File: src/design/raycast_column_dda_unit_defines.svh
// ----------------------------------------------------------------------------
// Raycast column DDA unit - assertion macros
// Shared checks used by the modules of the raycast column unit.
// ----------------------------------------------------------------------------
`ifndef RAYCAST_COLUMN_DDA_UNIT_DEFINES_SVH
`define RAYCAST_COLUMN_DDA_UNIT_DEFINES_SVH

// same-cycle implication, sampled on clk, off during rst
`define RCD_ASSERT_NOW(label, ante, cons, msg) \
  label: assert property (@(posedge clk) disable iff (rst) (ante) |-> (cons)) else $error(msg);

// next-cycle implication, sampled on clk, off during rst
`define RCD_ASSERT_NEXT(label, ante, cons, msg) \
  label: assert property (@(posedge clk) disable iff (rst) (ante) |=> (cons)) else $error(msg);

`endif

File: src/design/rcd_pkg.sv
// ----------------------------------------------------------------------------
// rcd_pkg
// Types and constants shared by the raycast column unit.
// ----------------------------------------------------------------------------
`timescale 1ns / 1ps

package rcd_pkg;

  // input function codes
  localparam logic FUNC_WRITE = 1'b0;
  localparam logic FUNC_CAST  = 1'b1;

  // configuration register indexes
  localparam int CFG_IDX_W = 3;
  localparam int CFG_DATA_W = 13;
  localparam logic [CFG_IDX_W-1:0] CFG_PLAYER_X      = 3'd0;
  localparam logic [CFG_IDX_W-1:0] CFG_PLAYER_Y      = 3'd1;
  localparam logic [CFG_IDX_W-1:0] CFG_FACING        = 3'd2;
  localparam logic [CFG_IDX_W-1:0] CFG_VIEW_WIDTH    = 3'd3;
  localparam logic [CFG_IDX_W-1:0] CFG_VIEW_HEIGHT   = 3'd4;
  localparam logic [CFG_IDX_W-1:0] CFG_TEXTURE_WIDTH = 3'd5;

  // facing codes
  localparam logic [1:0] FACE_NORTH = 2'd0;
  localparam logic [1:0] FACE_EAST  = 2'd1;
  localparam logic [1:0] FACE_SOUTH = 2'd2;
  localparam logic [1:0] FACE_WEST  = 2'd3;

  // register reset values
  localparam logic [4:0]  RST_PLAYER_X      = 5'd1;
  localparam logic [4:0]  RST_PLAYER_Y      = 5'd1;
  localparam logic [1:0]  RST_FACING        = FACE_NORTH;
  localparam logic [12:0] RST_VIEW_WIDTH    = 13'd640;
  localparam logic [12:0] RST_VIEW_HEIGHT   = 13'd480;
  localparam logic [10:0] RST_TEXTURE_WIDTH = 11'd64;

  // tan(30 deg) in 0.32 fixed point
  localparam logic [63:0] TAN30_Q32 = 64'd2479700525;

  // depth of the queue between front and back
  localparam int QDEPTH = 4;

  typedef struct packed {
    logic [4:0]  player_x;
    logic [4:0]  player_y;
    logic [1:0]  facing;
    logic [12:0] view_width;
    logic [12:0] view_height;
    logic [10:0] texture_width;
  } cfg_t;

  typedef struct packed {
    logic        is_cast;
    logic [4:0]  tile_col;
    logic [4:0]  tile_row;
    logic        tile_wall;
    logic [11:0] screen_column;
  } qentry_t;

  typedef struct packed {
    logic clearing;
    logic full;
  } fe_stall_t;

  typedef enum logic [4:0] {
    B_CLEAR, B_IDLE, B_LMUL, B_LGO, B_LWAIT, B_WALK, B_HMUL, B_NMUL1, B_NMUL2,
    B_HGO, B_HWAIT, B_MGO, B_MWAIT, B_TMUL, B_TGO, B_TWAIT, B_FIN
  } back_state_t;

endpackage

File: src/design/rcd_ram.sv
// ----------------------------------------------------------------------------
// rcd_ram
// Generic single write port RAM with one registered read port.
// ----------------------------------------------------------------------------
`timescale 1ns / 1ps

module rcd_ram #(
  parameter int WIDTH = 1,
  parameter int DEPTH = 1024
) (
  input  logic                     clk,
  input  logic                     we,
  input  logic [$clog2(DEPTH)-1:0] waddr,
  input  logic [WIDTH-1:0]         wdata,
  input  logic [$clog2(DEPTH)-1:0] raddr,
  output logic [WIDTH-1:0]         rdata
);

  logic [WIDTH-1:0] mem [DEPTH];

  // write and registered read
  always_ff @(posedge clk) begin
    if (we) begin
      mem[waddr] <= wdata;
    end
    rdata <= mem[raddr];
  end

endmodule

File: src/design/rcd_div.sv
// ----------------------------------------------------------------------------
// rcd_div
// Restoring unsigned divider, one quotient bit per cycle.
// ----------------------------------------------------------------------------
`timescale 1ns / 1ps

module rcd_div #(
  parameter int NW = 31,
  parameter int DW = 18
) (
  input  logic          clk,
  input  logic          rst,
  input  logic          start,
  input  logic [NW-1:0] num,
  input  logic [DW-1:0] den,
  output logic          busy,
  output logic          done,
  output logic [NW-1:0] quo,
  output logic [DW-1:0] rem
);

  localparam int CNTW = $clog2(NW + 1);

  logic [CNTW-1:0] cnt;
  logic [NW-1:0]   quo_r;
  logic [DW-1:0]   rem_r;
  logic [DW-1:0]   den_r;
  logic [DW:0]     trial;
  logic [DW:0]     diff;
  logic            ge;

  // one shift-subtract step
  always_comb begin
    trial = {rem_r, quo_r[NW-1]};
    diff  = trial - {1'b0, den_r};
    ge    = (trial >= {1'b0, den_r});
  end

  // control
  always_ff @(posedge clk) begin
    if (rst) begin
      busy <= 1'b0;
      done <= 1'b0;
      cnt  <= '0;
    end else begin
      done <= 1'b0;
      if (start) begin
        busy <= 1'b1;
        cnt  <= CNTW'(NW);
      end else if (busy) begin
        cnt <= cnt - CNTW'(1);
        if (cnt == CNTW'(1)) begin
          busy <= 1'b0;
          done <= 1'b1;
        end
      end
    end
  end

  // datapath
  always_ff @(posedge clk) begin
    if (start) begin
      quo_r <= num;
      rem_r <= '0;
      den_r <= den;
    end else if (busy) begin
      quo_r <= {quo_r[NW-2:0], ge};
      rem_r <= ge ? diff[DW-1:0] : trial[DW-1:0];
    end
  end

  assign quo = quo_r;
  assign rem = rem_r;

endmodule

File: src/design/rcd_queue.sv
// ----------------------------------------------------------------------------
// rcd_queue
// Small FIFO of classified items between the front and the back.
// ----------------------------------------------------------------------------
`timescale 1ns / 1ps
`include "raycast_column_dda_unit_defines.svh"

module rcd_queue
  import rcd_pkg::*;
(
  input  logic    clk,
  input  logic    rst,
  input  logic    push,
  input  qentry_t din,
  input  logic    pop,
  output qentry_t dout,
  output logic    empty,
  output logic    full
);

  localparam int QAW = $clog2(QDEPTH);

  qentry_t        mem [QDEPTH];
  logic [QAW-1:0] wr_ptr;
  logic [QAW-1:0] rd_ptr;
  logic [QAW:0]   count;

  // pointers and fill count
  always_ff @(posedge clk) begin
    if (rst) begin
      wr_ptr <= '0;
      rd_ptr <= '0;
      count  <= '0;
    end else begin
      if (push) begin
        wr_ptr <= wr_ptr + QAW'(1);
      end
      if (pop) begin
        rd_ptr <= rd_ptr + QAW'(1);
      end
      if (push && !pop) begin
        count <= count + (QAW+1)'(1);
      end else if (pop && !push) begin
        count <= count - (QAW+1)'(1);
      end
    end
  end

  // entry storage
  always_ff @(posedge clk) begin
    if (push) begin
      mem[wr_ptr] <= din;
    end
  end

  assign dout  = mem[rd_ptr];
  assign empty = (count == '0);
  assign full  = (count == (QAW+1)'(QDEPTH));

  `RCD_ASSERT_NOW(a_no_push_full, push, !full || pop, "push into a full queue")
  `RCD_ASSERT_NEXT(a_push_fills, push && !pop, !empty, "queue empty after a push")

endmodule

File: src/design/rcd_front.sv
// ----------------------------------------------------------------------------
// rcd_front
// Accepts input items, drops those that do nothing, queues the rest.
// ----------------------------------------------------------------------------
`timescale 1ns / 1ps

module rcd_front
  import rcd_pkg::*;
#(
  parameter int MAP_COLS = 32,
  parameter int MAP_ROWS = 32
) (
  input  logic        in_valid,
  output logic        in_ready,
  input  logic        func,
  input  logic [4:0]  tile_col,
  input  logic [4:0]  tile_row,
  input  logic        tile_wall,
  input  logic [11:0] screen_column,
  input  logic [12:0] view_width,
  input  fe_stall_t   stall,
  output logic        push,
  output qentry_t     entry
);

  logic keep;

  // classify: casts beyond the view and writes off the map are dropped
  always_comb begin
    if (func == FUNC_CAST) begin
      keep = ({1'b0, screen_column} < view_width);
    end else begin
      keep = (int'(tile_col) < MAP_COLS) && (int'(tile_row) < MAP_ROWS);
    end
  end

  assign in_ready = !stall.clearing && !stall.full;
  assign push     = in_valid && in_ready && keep;

  // queue entry
  always_comb begin
    entry.is_cast       = (func == FUNC_CAST);
    entry.tile_col      = tile_col;
    entry.tile_row      = tile_row;
    entry.tile_wall     = tile_wall;
    entry.screen_column = screen_column;
  end

endmodule

File: src/design/rcd_back.sv
// ----------------------------------------------------------------------------
// rcd_back
// Executes queued items: map writes, ray setup, DDA walk and slice math.
// ----------------------------------------------------------------------------
`timescale 1ns / 1ps
`include "raycast_column_dda_unit_defines.svh"

module rcd_back
  import rcd_pkg::*;
#(
  parameter int MAP_COLS  = 32,
  parameter int MAP_ROWS  = 32,
  parameter int FRAC_BITS = 16
) (
  input  logic        clk,
  input  logic        rst,
  input  cfg_t        cfg,
  input  logic        q_empty,
  input  qentry_t     q_head,
  output logic        q_pop,
  output logic        clearing,
  output logic        out_valid,
  input  logic        out_ready,
  output logic [11:0] column_out,
  output logic signed [6:0] hit_col,
  output logic signed [6:0] hit_row,
  output logic        hit_side,
  output logic [13:0] slice_height,
  output logic [12:0] slice_top,
  output logic [12:0] slice_bottom,
  output logic [9:0]  texel_column
);

  localparam int F     = FRAC_BITS;
  localparam int MAXD  = (MAP_COLS > MAP_ROWS) ? MAP_COLS : MAP_ROWS;
  localparam int XSPAN = (MAXD > 32) ? MAXD : 32;
  localparam int XW    = $clog2(XSPAN) + 2;
  localparam int LIM   = MAP_COLS + MAP_ROWS + 40;
  localparam int SW    = $clog2(LIM + 1);
  localparam int KW    = SW + 1;
  localparam int AMW   = F + 1;
  localparam int ACCW  = AMW + KW;
  localparam int NNW   = F + KW + 4;
  localparam int NW    = (F + 15 > NNW) ? F + 15 : NNW;
  localparam int DW    = (F + 2 > 14) ? F + 2 : 14;
  localparam int DEPTH = MAP_COLS * MAP_ROWS;
  localparam int AW    = $clog2(DEPTH);
  localparam int CW    = $clog2(MAP_COLS);
  localparam int RWI   = $clog2(MAP_ROWS);
  localparam logic [63:0] T64 = (TAN30_Q32 + (64'd1 << (31 - F))) >> (32 - F);
  localparam logic [F-1:0] TAN_F = T64[F-1:0];
  localparam logic signed [F+1:0] ONE_S = {2'b01, {F{1'b0}}};
  localparam logic signed [XW-1:0] MCOLS_S = XW'(MAP_COLS);
  localparam logic signed [XW-1:0] MROWS_S = XW'(MAP_ROWS);

  back_state_t state, state_next;

  // control and datapath registers
  logic [AW-1:0]          clr_addr;
  logic [11:0]            x_r;
  logic                   numneg_r;
  logic [F+13:0]          latp_r;
  logic signed [F+1:0]    rx_r, ry_r;
  logic [AMW-1:0]         arx_r, ary_r;
  logic [ACCW-1:0]        acc_a, acc_b;
  logic [SW-1:0]          i_r, j_r, steps_r;
  logic signed [XW-1:0]   mx_r, my_r;
  logic                   side_r, pend_r, outside_r;
  logic [DW+12:0]         hprod_r;
  logic [F+6:0]           t1_r;
  logic signed [NNW-1:0]  nn_r;
  logic [13:0]            lh_r;
  logic [DW-1:0]          remv_r;
  logic [DW+10:0]         tprod_r;
  logic [10:0]            tex_r;

  // combinational signals
  logic                   ram_we;
  logic [AW-1:0]          ram_waddr, ram_raddr, tile_addr;
  logic                   ram_wdata, rd_data;
  logic                   div_start, div_busy, div_done;
  logic [NW-1:0]          div_num, div_quo;
  logic [DW-1:0]          div_den, div_rem;
  logic                   out_load;
  logic signed [14:0]     num_s;
  logic [13:0]            abs_num;
  logic [F-1:0]           mag;
  logic signed [F+1:0]    lat_n, rx_n, ry_n;
  logic [AMW-1:0]         arx_n, ary_n;
  logic                   a_lt, hit, walk_end;
  logic signed [XW-1:0]   mx_n, my_n, dx, dy;
  logic                   outside_n;
  logic [CW-1:0]          col_n;
  logic [RWI-1:0]         row_n;
  logic [AMW-1:0]         a_sel;
  logic signed [F+1:0]    r_sel;
  logic [5:0]             p_odd;
  logic [SW-1:0]          kk;
  logic [KW-1:0]          kodd;
  logic [DW-1:0]          dd;
  logic                   nn_neg;
  logic [NNW-1:0]         nn_abs;
  logic                   mirror;
  logic [10:0]            q_tex;
  logic signed [14:0]     top_s;
  logic [13:0]            bot_u;

  // map memory
  rcd_ram #(.WIDTH(1), .DEPTH(DEPTH)) u_map (
    .clk   (clk),
    .we    (ram_we),
    .waddr (ram_waddr),
    .wdata (ram_wdata),
    .raddr (ram_raddr),
    .rdata (rd_data)
  );

  // shared divider
  rcd_div #(.NW(NW), .DW(DW)) u_div (
    .clk   (clk),
    .rst   (rst),
    .start (div_start),
    .num   (div_num),
    .den   (div_den),
    .busy  (div_busy),
    .done  (div_done),
    .quo   (div_quo),
    .rem   (div_rem)
  );

  // lateral ray part and ray components
  always_comb begin
    num_s   = $signed({2'b0, x_r, 1'b0}) - $signed({2'b0, cfg.view_width});
    abs_num = num_s[14] ? 14'(-num_s) : num_s[13:0];
    mag     = div_quo[F-1:0];
    lat_n   = numneg_r ? -$signed({2'b0, mag}) : $signed({2'b0, mag});
    case (cfg.facing)
      FACE_NORTH: begin rx_n = lat_n;  ry_n = -ONE_S; end
      FACE_EAST:  begin rx_n = ONE_S;  ry_n = lat_n;  end
      FACE_SOUTH: begin rx_n = -lat_n; ry_n = ONE_S;  end
      default:    begin rx_n = -ONE_S; ry_n = -lat_n; end
    endcase
    arx_n = rx_n[F+1] ? AMW'(-rx_n) : rx_n[F:0];
    ary_n = ry_n[F+1] ? AMW'(-ry_n) : ry_n[F:0];
  end

  // one DDA step and the address of the cell it enters
  always_comb begin
    a_lt      = (acc_a < acc_b);
    dx        = rx_r[F+1] ? $signed({XW{1'b1}}) : XW'(1);
    dy        = ry_r[F+1] ? $signed({XW{1'b1}}) : XW'(1);
    mx_n      = a_lt ? mx_r + dx : mx_r;
    my_n      = a_lt ? my_r : my_r + dy;
    outside_n = (mx_n < 0) || (mx_n >= MCOLS_S) || (my_n < 0) || (my_n >= MROWS_S);
    col_n     = mx_n[CW-1:0];
    row_n     = my_n[RWI-1:0];
    ram_raddr = AW'(row_n) * AW'(MAP_COLS) + AW'(col_n);
    hit       = outside_r || rd_data;
    walk_end  = pend_r && (hit || (steps_r == SW'(LIM)));
    tile_addr = AW'(q_head.tile_row) * AW'(MAP_COLS) + AW'(q_head.tile_col);
  end

  // distance, hit point and slice terms for the crossed side
  always_comb begin
    a_sel  = side_r ? ary_r : arx_r;
    r_sel  = side_r ? rx_r : ry_r;
    p_odd  = side_r ? {cfg.player_x, 1'b1} : {cfg.player_y, 1'b1};
    kk     = side_r ? j_r : i_r;
    kodd   = (kk == '0) ? KW'(1) : {kk, 1'b0} - KW'(1);
    dd     = DW'({a_sel, 1'b0});
    nn_neg = nn_r[NNW-1];
    nn_abs = nn_neg ? NNW'(-nn_r) : NNW'(nn_r);
    mirror = side_r ? ry_r[F+1] : (!rx_r[F+1] && (rx_r != '0));
    q_tex  = div_quo[10:0];
    top_s  = $signed({3'b0, cfg.view_height[12:1]}) - $signed({2'b0, lh_r[13:1]});
    bot_u  = {2'b0, cfg.view_height[12:1]} + {1'b0, lh_r[13:1]};
  end

  // next state and control
  always_comb begin
    state_next = state;
    q_pop      = 1'b0;
    div_start  = 1'b0;
    div_num    = '0;
    div_den    = '0;
    ram_we     = 1'b0;
    ram_waddr  = clr_addr;
    ram_wdata  = 1'b0;
    out_load   = 1'b0;
    case (state)
      B_CLEAR: begin
        ram_we = 1'b1;
        if (clr_addr == AW'(DEPTH - 1)) begin
          state_next = B_IDLE;
        end
      end
      B_IDLE: begin
        if (!q_empty) begin
          q_pop = 1'b1;
          if (q_head.is_cast) begin
            state_next = B_LMUL;
          end else begin
            ram_we    = 1'b1;
            ram_waddr = tile_addr;
            ram_wdata = q_head.tile_wall;
          end
        end
      end
      B_LMUL: state_next = B_LGO;
      B_LGO: begin
        div_start  = 1'b1;
        div_num    = NW'({latp_r, 1'b0}) + NW'(cfg.view_width);
        div_den    = DW'({cfg.view_width, 1'b0});
        state_next = B_LWAIT;
      end
      B_LWAIT: begin
        if (div_done) begin
          state_next = B_WALK;
        end
      end
      B_WALK: begin
        if (walk_end) begin
          state_next = B_HMUL;
        end
      end
      B_HMUL:  state_next = B_NMUL1;
      B_NMUL1: state_next = B_NMUL2;
      B_NMUL2: state_next = B_HGO;
      B_HGO: begin
        div_start  = 1'b1;
        div_num    = NW'(hprod_r >> F);
        div_den    = DW'(kodd);
        state_next = B_HWAIT;
      end
      B_HWAIT: begin
        if (div_done) begin
          if ((a_sel != '0) && (cfg.texture_width != '0)) begin
            state_next = B_MGO;
          end else begin
            state_next = B_FIN;
          end
        end
      end
      B_MGO: begin
        div_start  = 1'b1;
        div_num    = NW'(nn_abs);
        div_den    = dd;
        state_next = B_MWAIT;
      end
      B_MWAIT: begin
        if (div_done) begin
          state_next = B_TMUL;
        end
      end
      B_TMUL: state_next = B_TGO;
      B_TGO: begin
        div_start  = 1'b1;
        div_num    = NW'(tprod_r);
        div_den    = dd;
        state_next = B_TWAIT;
      end
      B_TWAIT: begin
        if (div_done) begin
          state_next = B_FIN;
        end
      end
      B_FIN: begin
        if (!out_valid || out_ready) begin
          out_load   = 1'b1;
          state_next = B_IDLE;
        end
      end
      default: state_next = B_IDLE;
    endcase
  end

  // state, clear sweep and output valid
  always_ff @(posedge clk) begin
    if (rst) begin
      state     <= B_CLEAR;
      clr_addr  <= '0;
      out_valid <= 1'b0;
    end else begin
      state <= state_next;
      if (state == B_CLEAR) begin
        clr_addr <= clr_addr + AW'(1);
      end
      if (out_load) begin
        out_valid <= 1'b1;
      end else if (out_ready) begin
        out_valid <= 1'b0;
      end
    end
  end

  // datapath
  always_ff @(posedge clk) begin
    case (state)
      B_IDLE: begin
        if (!q_empty && q_head.is_cast) begin
          x_r <= q_head.screen_column;
        end
      end
      B_LMUL: begin
        latp_r   <= TAN_F * abs_num;
        numneg_r <= num_s[14];
      end
      B_LWAIT: begin
        if (div_done) begin
          rx_r    <= rx_n;
          ry_r    <= ry_n;
          arx_r   <= arx_n;
          ary_r   <= ary_n;
          acc_a   <= ACCW'(ary_n);
          acc_b   <= ACCW'(arx_n);
          i_r     <= '0;
          j_r     <= '0;
          steps_r <= '0;
          mx_r    <= $signed(XW'(cfg.player_x));
          my_r    <= $signed(XW'(cfg.player_y));
          side_r  <= 1'b0;
          pend_r  <= 1'b0;
        end
      end
      B_WALK: begin
        if (!walk_end) begin
          if (a_lt) begin
            i_r    <= i_r + SW'(1);
            acc_a  <= acc_a + ACCW'({ary_r, 1'b0});
            side_r <= 1'b0;
          end else begin
            j_r    <= j_r + SW'(1);
            acc_b  <= acc_b + ACCW'({arx_r, 1'b0});
            side_r <= 1'b1;
          end
          mx_r      <= mx_n;
          my_r      <= my_n;
          steps_r   <= steps_r + SW'(1);
          pend_r    <= 1'b1;
          outside_r <= outside_n;
        end
      end
      B_HMUL:  hprod_r <= cfg.view_height * dd;
      B_NMUL1: t1_r <= p_odd * a_sel;
      B_NMUL2: nn_r <= $signed({1'b0, t1_r}) + $signed({1'b0, kodd}) * r_sel;
      B_HWAIT: begin
        if (div_done) begin
          lh_r  <= div_quo[13:0];
          tex_r <= '0;
        end
      end
      B_MWAIT: begin
        if (div_done) begin
          remv_r <= (nn_neg && (div_rem != '0)) ? dd - div_rem : div_rem;
        end
      end
      B_TMUL: tprod_r <= remv_r * cfg.texture_width;
      B_TWAIT: begin
        if (div_done) begin
          tex_r <= mirror ? cfg.texture_width - q_tex - 11'd1 : q_tex;
        end
      end
      default: begin
      end
    endcase
  end

  // output register
  always_ff @(posedge clk) begin
    if (out_load) begin
      column_out   <= x_r;
      hit_col      <= mx_r[6:0];
      hit_row      <= my_r[6:0];
      hit_side     <= side_r;
      slice_height <= lh_r;
      slice_top    <= top_s[14] ? 13'd0 : top_s[12:0];
      slice_bottom <= (bot_u > {1'b0, cfg.view_height}) ? cfg.view_height : bot_u[12:0];
      texel_column <= tex_r[9:0];
    end
  end

  assign clearing = (state == B_CLEAR);

  `RCD_ASSERT_NOW(a_div_idle, div_start, !div_busy, "divider started while busy")
  `RCD_ASSERT_NOW(a_no_pop_clear, state == B_CLEAR, !q_pop, "item taken during map clear")
  `RCD_ASSERT_NOW(a_out_free, out_load, !out_valid || out_ready, "result overwrote a pending one")

endmodule

File: src/design/raycast_column_dda_unit.sv
// ----------------------------------------------------------------------------
// raycast_column_dda_unit
// Column raycaster over a tile map of wall bits, DDA walk per screen column.
// ----------------------------------------------------------------------------
// After reset the map is cleared one cell per cycle, and no item is taken
// meanwhile; configuration writes are taken at any time. A tile write is
// done in the back end as it is taken from the queue. For a cast the shared
// one-bit-per-cycle divider runs up to four passes (lateral ray part, slice
// height, hit point fraction, texel column; the last two are skipped when the
// ray component for the crossed side or texture_width is zero) and the DDA
// walk visits one cell per cycle through the registered map read port. Casts
// at or beyond view_width and writes off the map are dropped at the front and
// give no result. A four-entry queue between front and back and an output
// register let input and output stall independently.
`timescale 1ns / 1ps

module raycast_column_dda_unit
  import rcd_pkg::*;
#(
  parameter int MAP_COLS  = 32,
  parameter int MAP_ROWS  = 32,
  parameter int FRAC_BITS = 16
) (
  input  logic        clk,
  input  logic        rst,
  input  logic        in_valid,
  output logic        in_ready,
  input  logic        func,
  input  logic [4:0]  tile_col,
  input  logic [4:0]  tile_row,
  input  logic        tile_wall,
  input  logic [11:0] screen_column,
  output logic        out_valid,
  input  logic        out_ready,
  output logic [11:0] column_out,
  output logic signed [6:0] hit_col,
  output logic signed [6:0] hit_row,
  output logic        hit_side,
  output logic [13:0] slice_height,
  output logic [12:0] slice_top,
  output logic [12:0] slice_bottom,
  output logic [9:0]  texel_column,
  input  logic        cfg_valid,
  output logic        cfg_ready,
  input  logic [CFG_IDX_W-1:0]  cfg_index,
  input  logic [CFG_DATA_W-1:0] cfg_data
);

  cfg_t      cfg;
  fe_stall_t stall;
  logic      push, pop, q_empty, q_full, clearing;
  qentry_t   entry, head;

  // configuration registers
  always_ff @(posedge clk) begin
    if (rst) begin
      cfg.player_x      <= RST_PLAYER_X;
      cfg.player_y      <= RST_PLAYER_Y;
      cfg.facing        <= RST_FACING;
      cfg.view_width    <= RST_VIEW_WIDTH;
      cfg.view_height   <= RST_VIEW_HEIGHT;
      cfg.texture_width <= RST_TEXTURE_WIDTH;
    end else if (cfg_valid && cfg_ready) begin
      case (cfg_index)
        CFG_PLAYER_X:      cfg.player_x      <= cfg_data[4:0];
        CFG_PLAYER_Y:      cfg.player_y      <= cfg_data[4:0];
        CFG_FACING:        cfg.facing        <= cfg_data[1:0];
        CFG_VIEW_WIDTH:    cfg.view_width    <= cfg_data[12:0];
        CFG_VIEW_HEIGHT:   cfg.view_height   <= cfg_data[12:0];
        CFG_TEXTURE_WIDTH: cfg.texture_width <= cfg_data[10:0];
        default: begin
        end
      endcase
    end
  end

  assign cfg_ready      = 1'b1;
  assign stall.clearing = clearing;
  assign stall.full     = q_full;

  // accept and classify
  rcd_front #(.MAP_COLS(MAP_COLS), .MAP_ROWS(MAP_ROWS)) u_front (
    .in_valid      (in_valid),
    .in_ready      (in_ready),
    .func          (func),
    .tile_col      (tile_col),
    .tile_row      (tile_row),
    .tile_wall     (tile_wall),
    .screen_column (screen_column),
    .view_width    (cfg.view_width),
    .stall         (stall),
    .push          (push),
    .entry         (entry)
  );

  // decoupling queue
  rcd_queue u_queue (
    .clk   (clk),
    .rst   (rst),
    .push  (push),
    .din   (entry),
    .pop   (pop),
    .dout  (head),
    .empty (q_empty),
    .full  (q_full)
  );

  // execution
  rcd_back #(.MAP_COLS(MAP_COLS), .MAP_ROWS(MAP_ROWS), .FRAC_BITS(FRAC_BITS)) u_back (
    .clk          (clk),
    .rst          (rst),
    .cfg          (cfg),
    .q_empty      (q_empty),
    .q_head       (head),
    .q_pop        (pop),
    .clearing     (clearing),
    .out_valid    (out_valid),
    .out_ready    (out_ready),
    .column_out   (column_out),
    .hit_col      (hit_col),
    .hit_row      (hit_row),
    .hit_side     (hit_side),
    .slice_height (slice_height),
    .slice_top    (slice_top),
    .slice_bottom (slice_bottom),
    .texel_column (texel_column)
  );

endmodule
File: config.mk
export PLATFORM = sky130hd
export DESIGN_NAME = raycast_column_dda_unit
export DESIGN_NICKNAME = d
export VERILOG_FILES = /design/src/design/rcd_pkg.sv /design/src/design/rcd_ram.sv /design/src/design/rcd_div.sv /design/src/design/rcd_queue.sv /design/src/design/rcd_front.sv /design/src/design/rcd_back.sv /design/src/design/raycast_column_dda_unit.sv
export VERILOG_INCLUDE_DIRS = /design/src /design/src/design
export SDC_FILE = /design/constraint.sdc
export NUM_CORES = 2
export LEC_CHECK = 0
export BUFFER_PORTS_ARGS = -buffer_cell sky130_fd_sc_hd__buf_4
export CAP_MARGIN = 10
export CELL_PAD_IN_SITES_DETAIL_PLACEMENT = 0
export CELL_PAD_IN_SITES_GLOBAL_PLACEMENT = 2
export CORE_UTILIZATION = 46
export CTS_BUF_LIST = sky130_fd_sc_hd__clkbuf_4 sky130_fd_sc_hd__clkbuf_8
export CTS_CLUSTER_SIZE = 20
export DETAILED_ROUTE_END_ITERATION = 7
export HOLD_SLACK_MARGIN = 0.15
export PLACE_DENSITY = 0.9
export SLEW_MARGIN = 10
export SYNTH_ARGS = -nofsm -noshare
export SYNTH_HDL_FRONTEND = slang
export SYNTH_HIERARCHICAL = 1
export SYNTH_SLANG_ARGS = --single-unit
File: constraint.sdc
create_clock -name clk -period 19.3 [get_ports clk]
set_clock_uncertainty 0.15 [all_clocks]
set_input_delay 3.86 -clock clk [delete_from_list [all_inputs] [get_ports clk]]
set_output_delay 3.86 -clock clk [all_outputs]
set_load 0.005 [all_outputs]
==> impl_metrics.tcl <==
set metrics [dict create \
    layout-drive-gt1-share_pct 12.7 \
    worst_slew_pin_slew_ps 1370 \
    cts.clk_slew.worst_paths_ps 60 \
    drcViolationCount 0 \
    drv_slew 0 \
    yosys_warnings 6 \
    ys_top_cells_by_area "edfxtp_1, fa_1, ha_1" \
    fin_nets 10400 \
    dp_hpwl_mm 204 \
    min_from "u_back/tex_r[4]" \
    clock_latency_ps 1040 \
    viasPerCell 5.78 \
    dieArea_um2 232000 \
    fin_crit_ps 9910 \
    worst_path_largest_cell_delay_ps 820 \
    min_to "u_back/texel_column[4]" \
    root_buffer "clkbuf_8" \
    rsz0062_at_grt "false" \
    crit_path_end_kind "flop" \
    power-per-cell-area_nw_per_um2 83.9 \
    final_cell_count_no_fill 12400 \
    grt_overflow_total 0 \
    pre_cts_ws_ps 9300 \
    num_io_pins 125 \
    io_buffers 123 \
    synth_seq_area_share_pct 46.8 \
    fin_crit_sh_pct 51.3 \
    synth_area_um2 106000 \
    outcome "finished clean" \
    antenna_found_initial 16 \
    grt_pass1_wl_mm 456 \
    critPathKind "flop to flop" \
    r2r_end "u_back/latp_r[29]" \
    final_hold_viol_count 0 \
    ff2ff_setup_slack_ps 9390 \
    avgSynthCellArea_um2 11.6 \
    arrival_ps 10450 \
    syn2layout_area_growth_pct 9.32 \
    fin_ws_ps 9390 \
    dr_total_vias 71700 \
    reg2reg_depth 30 \
    cts.htree.levels 5 \
    async_flop_share_pct 0 \
    coreArea_um2 228000 \
    ant_nets 0 \
    routed_wl_mm 304 \
    synth_edf_count 1582 \
    synth-main-ff-cell "edfxtp_1" \
    die_y_um 482 \
    grt_pass1_vias 72600 \
    ys_seq_elements 1682 \
    num-fill-cells 20100 \
    ctsHoldBuffers 0 \
    postCtsResizedCells 0 \
    crit_required_ps 19840 \
    drt_first_pass_iters 5 \
    whs_ps 277 \
    maxCapViolations 0 \
    synth_top_area_share_pct 44.9 \
    grt_max_degree 285 \
    r2r-start "cfg[24]" \
    numCtsBuffers 313 \
    slew_headroom_pct 8.22 \
    yosysTopAreaCell "edfxtp_1" \
    cts.sinks 1682 \
    start_kind "flop" \
    syn_inst 9133 \
    leakage_nw 43.5 \
    postCtsSetupBuffers 0 \
    hold-path-cell-count 0 \
    die_w_um 482 \
    drtIter0Drc 7464 \
    setup_viol 0 \
    final.setup.tns_ps 0 \
    wl_per_cell_um 24.5 \
    crit_top_cell "fa_1" \
    std_cell_rows 175 \
    cts_tree "built" \
    syn_nets 10300 \
    ys_types 107 \
    grtUsageTotal_pct 26.4 \
    max_clock_freq_mhz 101 \
    dp.cells 11900 \
    initial_core_util_pct 46.4 \
    cts_max_path_buffers 4 \
    ir_drop_mv 0.112 \
    place.gp.congestion 0.896 \
    crit_path_start "cfg[24]" \
    cpMaxStageDelayCell "dfxtp_1" \
    worstPathMaxFanout 15 \
    min-delay-path-class "flop to flop" \
]
placed cells by master (no fill, tap or decap), drive strengths merged, types with 90 or more instances in the layout:
| cell | Yosys | layout |
|---|---|---|
| nand2 | 616 | 616 |
| o21ai | 200 | 200 |
| mux4 | 238 | 238 |
| edfxtp | 1582 | 1582 |
| a21oi | 258 | 258 |
| inv | 839 | 843 |
| clkbuf | 357 | 432 |
| nor2 | 1530 | 1530 |
| nand2b | 116 | 116 |
| xnor2 | 252 | 252 |
| fa | 580 | 580 |
| dfxtp | 100 | 100 |
| nor3 | 130 | 130 |
| xor2 | 114 | 114 |
| and2 | 160 | 160 |
| buf | 185 | 263 |
| nand3 | 117 | 117 |
| clkinv | 4 | 90 |
| ha | 559 | 559 |
| mux2i | 236 | 236 |
sequential cells by signal (all words and copies together), names as in the netlist, 14 cells and up, named ones only:
| register | count |
|---|---|
| u_back/u_map/mem | 1024 |
| u_queue/mem | 96 |
| cfg | 49 |
| u_back/u_div/quo | 31 |
| u_back/latp_r | 30 |
| u_back/tprod_r | 29 |
| u_back/nn_r | 28 |
| u_back/acc_a | 25 |
| u_back/acc_b | 25 |
| u_back/t1_r | 23 |
| u_back/remv_r | 18 |
| u_back/rx_r | 18 |
| u_back/ry_r | 18 |
| u_back/u_div/den_r | 18 |
| u_back/u_div/rem | 18 |
| u_back/arx_r | 16 |
| u_back/ary_r | 16 |
| u_back/hprod_r | 15 |
| u_back/lh_r | 14 |
| u_back/slice_height | 14 |
critical path: cells and delay by family, from the launching register on:
kind | cells | cell delay (ps)
AO/OA/AOI/OAI | 12 | 2930
adder cells (fa/ha/maj) | 8 | 3570
buffers and inverters | 3 | 370
flip-flops | 1 | 820
XOR/XNOR | 4 | 810
AND/OR/NAND/NOR | 3 | 960
worst max path at each step:
stage                                      to  cells after the start
after global placement      u_back/latp_r[29]                     30
after detailed placement    u_back/latp_r[29]                     30
after floorplan           u_back/u_map/mem[0]                      5
after global routing        u_back/latp_r[29]                     30
after CTS                   u_back/latp_r[29]                     30
final                       u_back/latp_r[29]                     30
synthesized netlist by cell type (29+ instances only):
library cell / n
edfxtp_1: 1582
nor2_1: 1530
inv_1: 835
nand2_1: 614
fa_1: 580
ha_1: 559
clkbuf_1: 354
xnor2_1: 252
a21oi_1: 250
mux2i_1: 235
mux4_2: 220
o21ai_0: 184
and2_1: 160
nor3_1: 128
nand3_1: 117
nand2b_1: 116
xor2_1: 114
dfxtp_1: 100
a21o_1: 89
mux2_2: 83
buf_1: 76
nor2b_1: 65
o221ai_1: 53
nand4_1: 42
a22oi_1: 40
o21a_1: 40
buf_2: 39
or3_1: 39
buf_4: 38
nor4_1: 38
and3_1: 37
o21bai_1: 33
a31oi_1: 32
a211oi_1: 30
o31ai_1: 30
o22ai_1: 29
kinds of logic after synthesis:
logic type	after synthesis	share of synthesized area, %
xor+xnor	366	3.03
fa+ha+maj	1139	17.6
other cells	1	0.00354
buf+inv	1385	5.39
flops	1682	46.8
compound gates	1007	6.43
mux	557	8.25
simple gates	2996	12.6
cell type report:
| class | instances | area, µm² | area share (%) |
|---|---|---|---|
| antenna | 9 | 22.5 | 0.0195 |
| clock buffer | 432 | 5310 | 4.59 |
| clock inverter | 115 | 896 | 0.774 |
| inverter | 843 | 3160 | 2.73 |
| multi-input combinational | 6066 | 51000 | 44.1 |
| sequential | 1682 | 49500 | 42.8 |
| tap | 3009 | 3760 | 3.25 |
| timing repair buffer | 263 | 2020 | 1.75 |
per-layer routing:
| metal | GRT usage [%] | vias to the layer above | share of wire (%) |
|---|---|---|---|
| li1 | - | 31900 | - |
| met1 | 36.5 | 36500 | 42 |
| met2 | 41.7 | 2848 | 46 |
| met3 | 5.23 | 509 | 8.5 |
| met4 | 8.72 | 2 | 3.2 |
| met5 | 0 | - | 0.0043 |
power by group:
group	switching, mW	internal, mW	leakage [nW]	total, mW
Clock	1.53	1.96	3.26	3.49
Sequential	0.0606	4.07	14.5	4.13
Combinational	1.24	0.840	25.7	2.08
through the flow:
step	utilization [%]	total power, mW	instance area, µm²
floorplan	-	5.75	106000
global placement	48.0	6.26	109000
detailed placement	48.0	6.27	109000
CTS	50.7	9.78	116000
global route	50.7	10.2	116000
finish	50.7	9.70	116000
No activity file was read; power rests on OpenSTA's default activity.
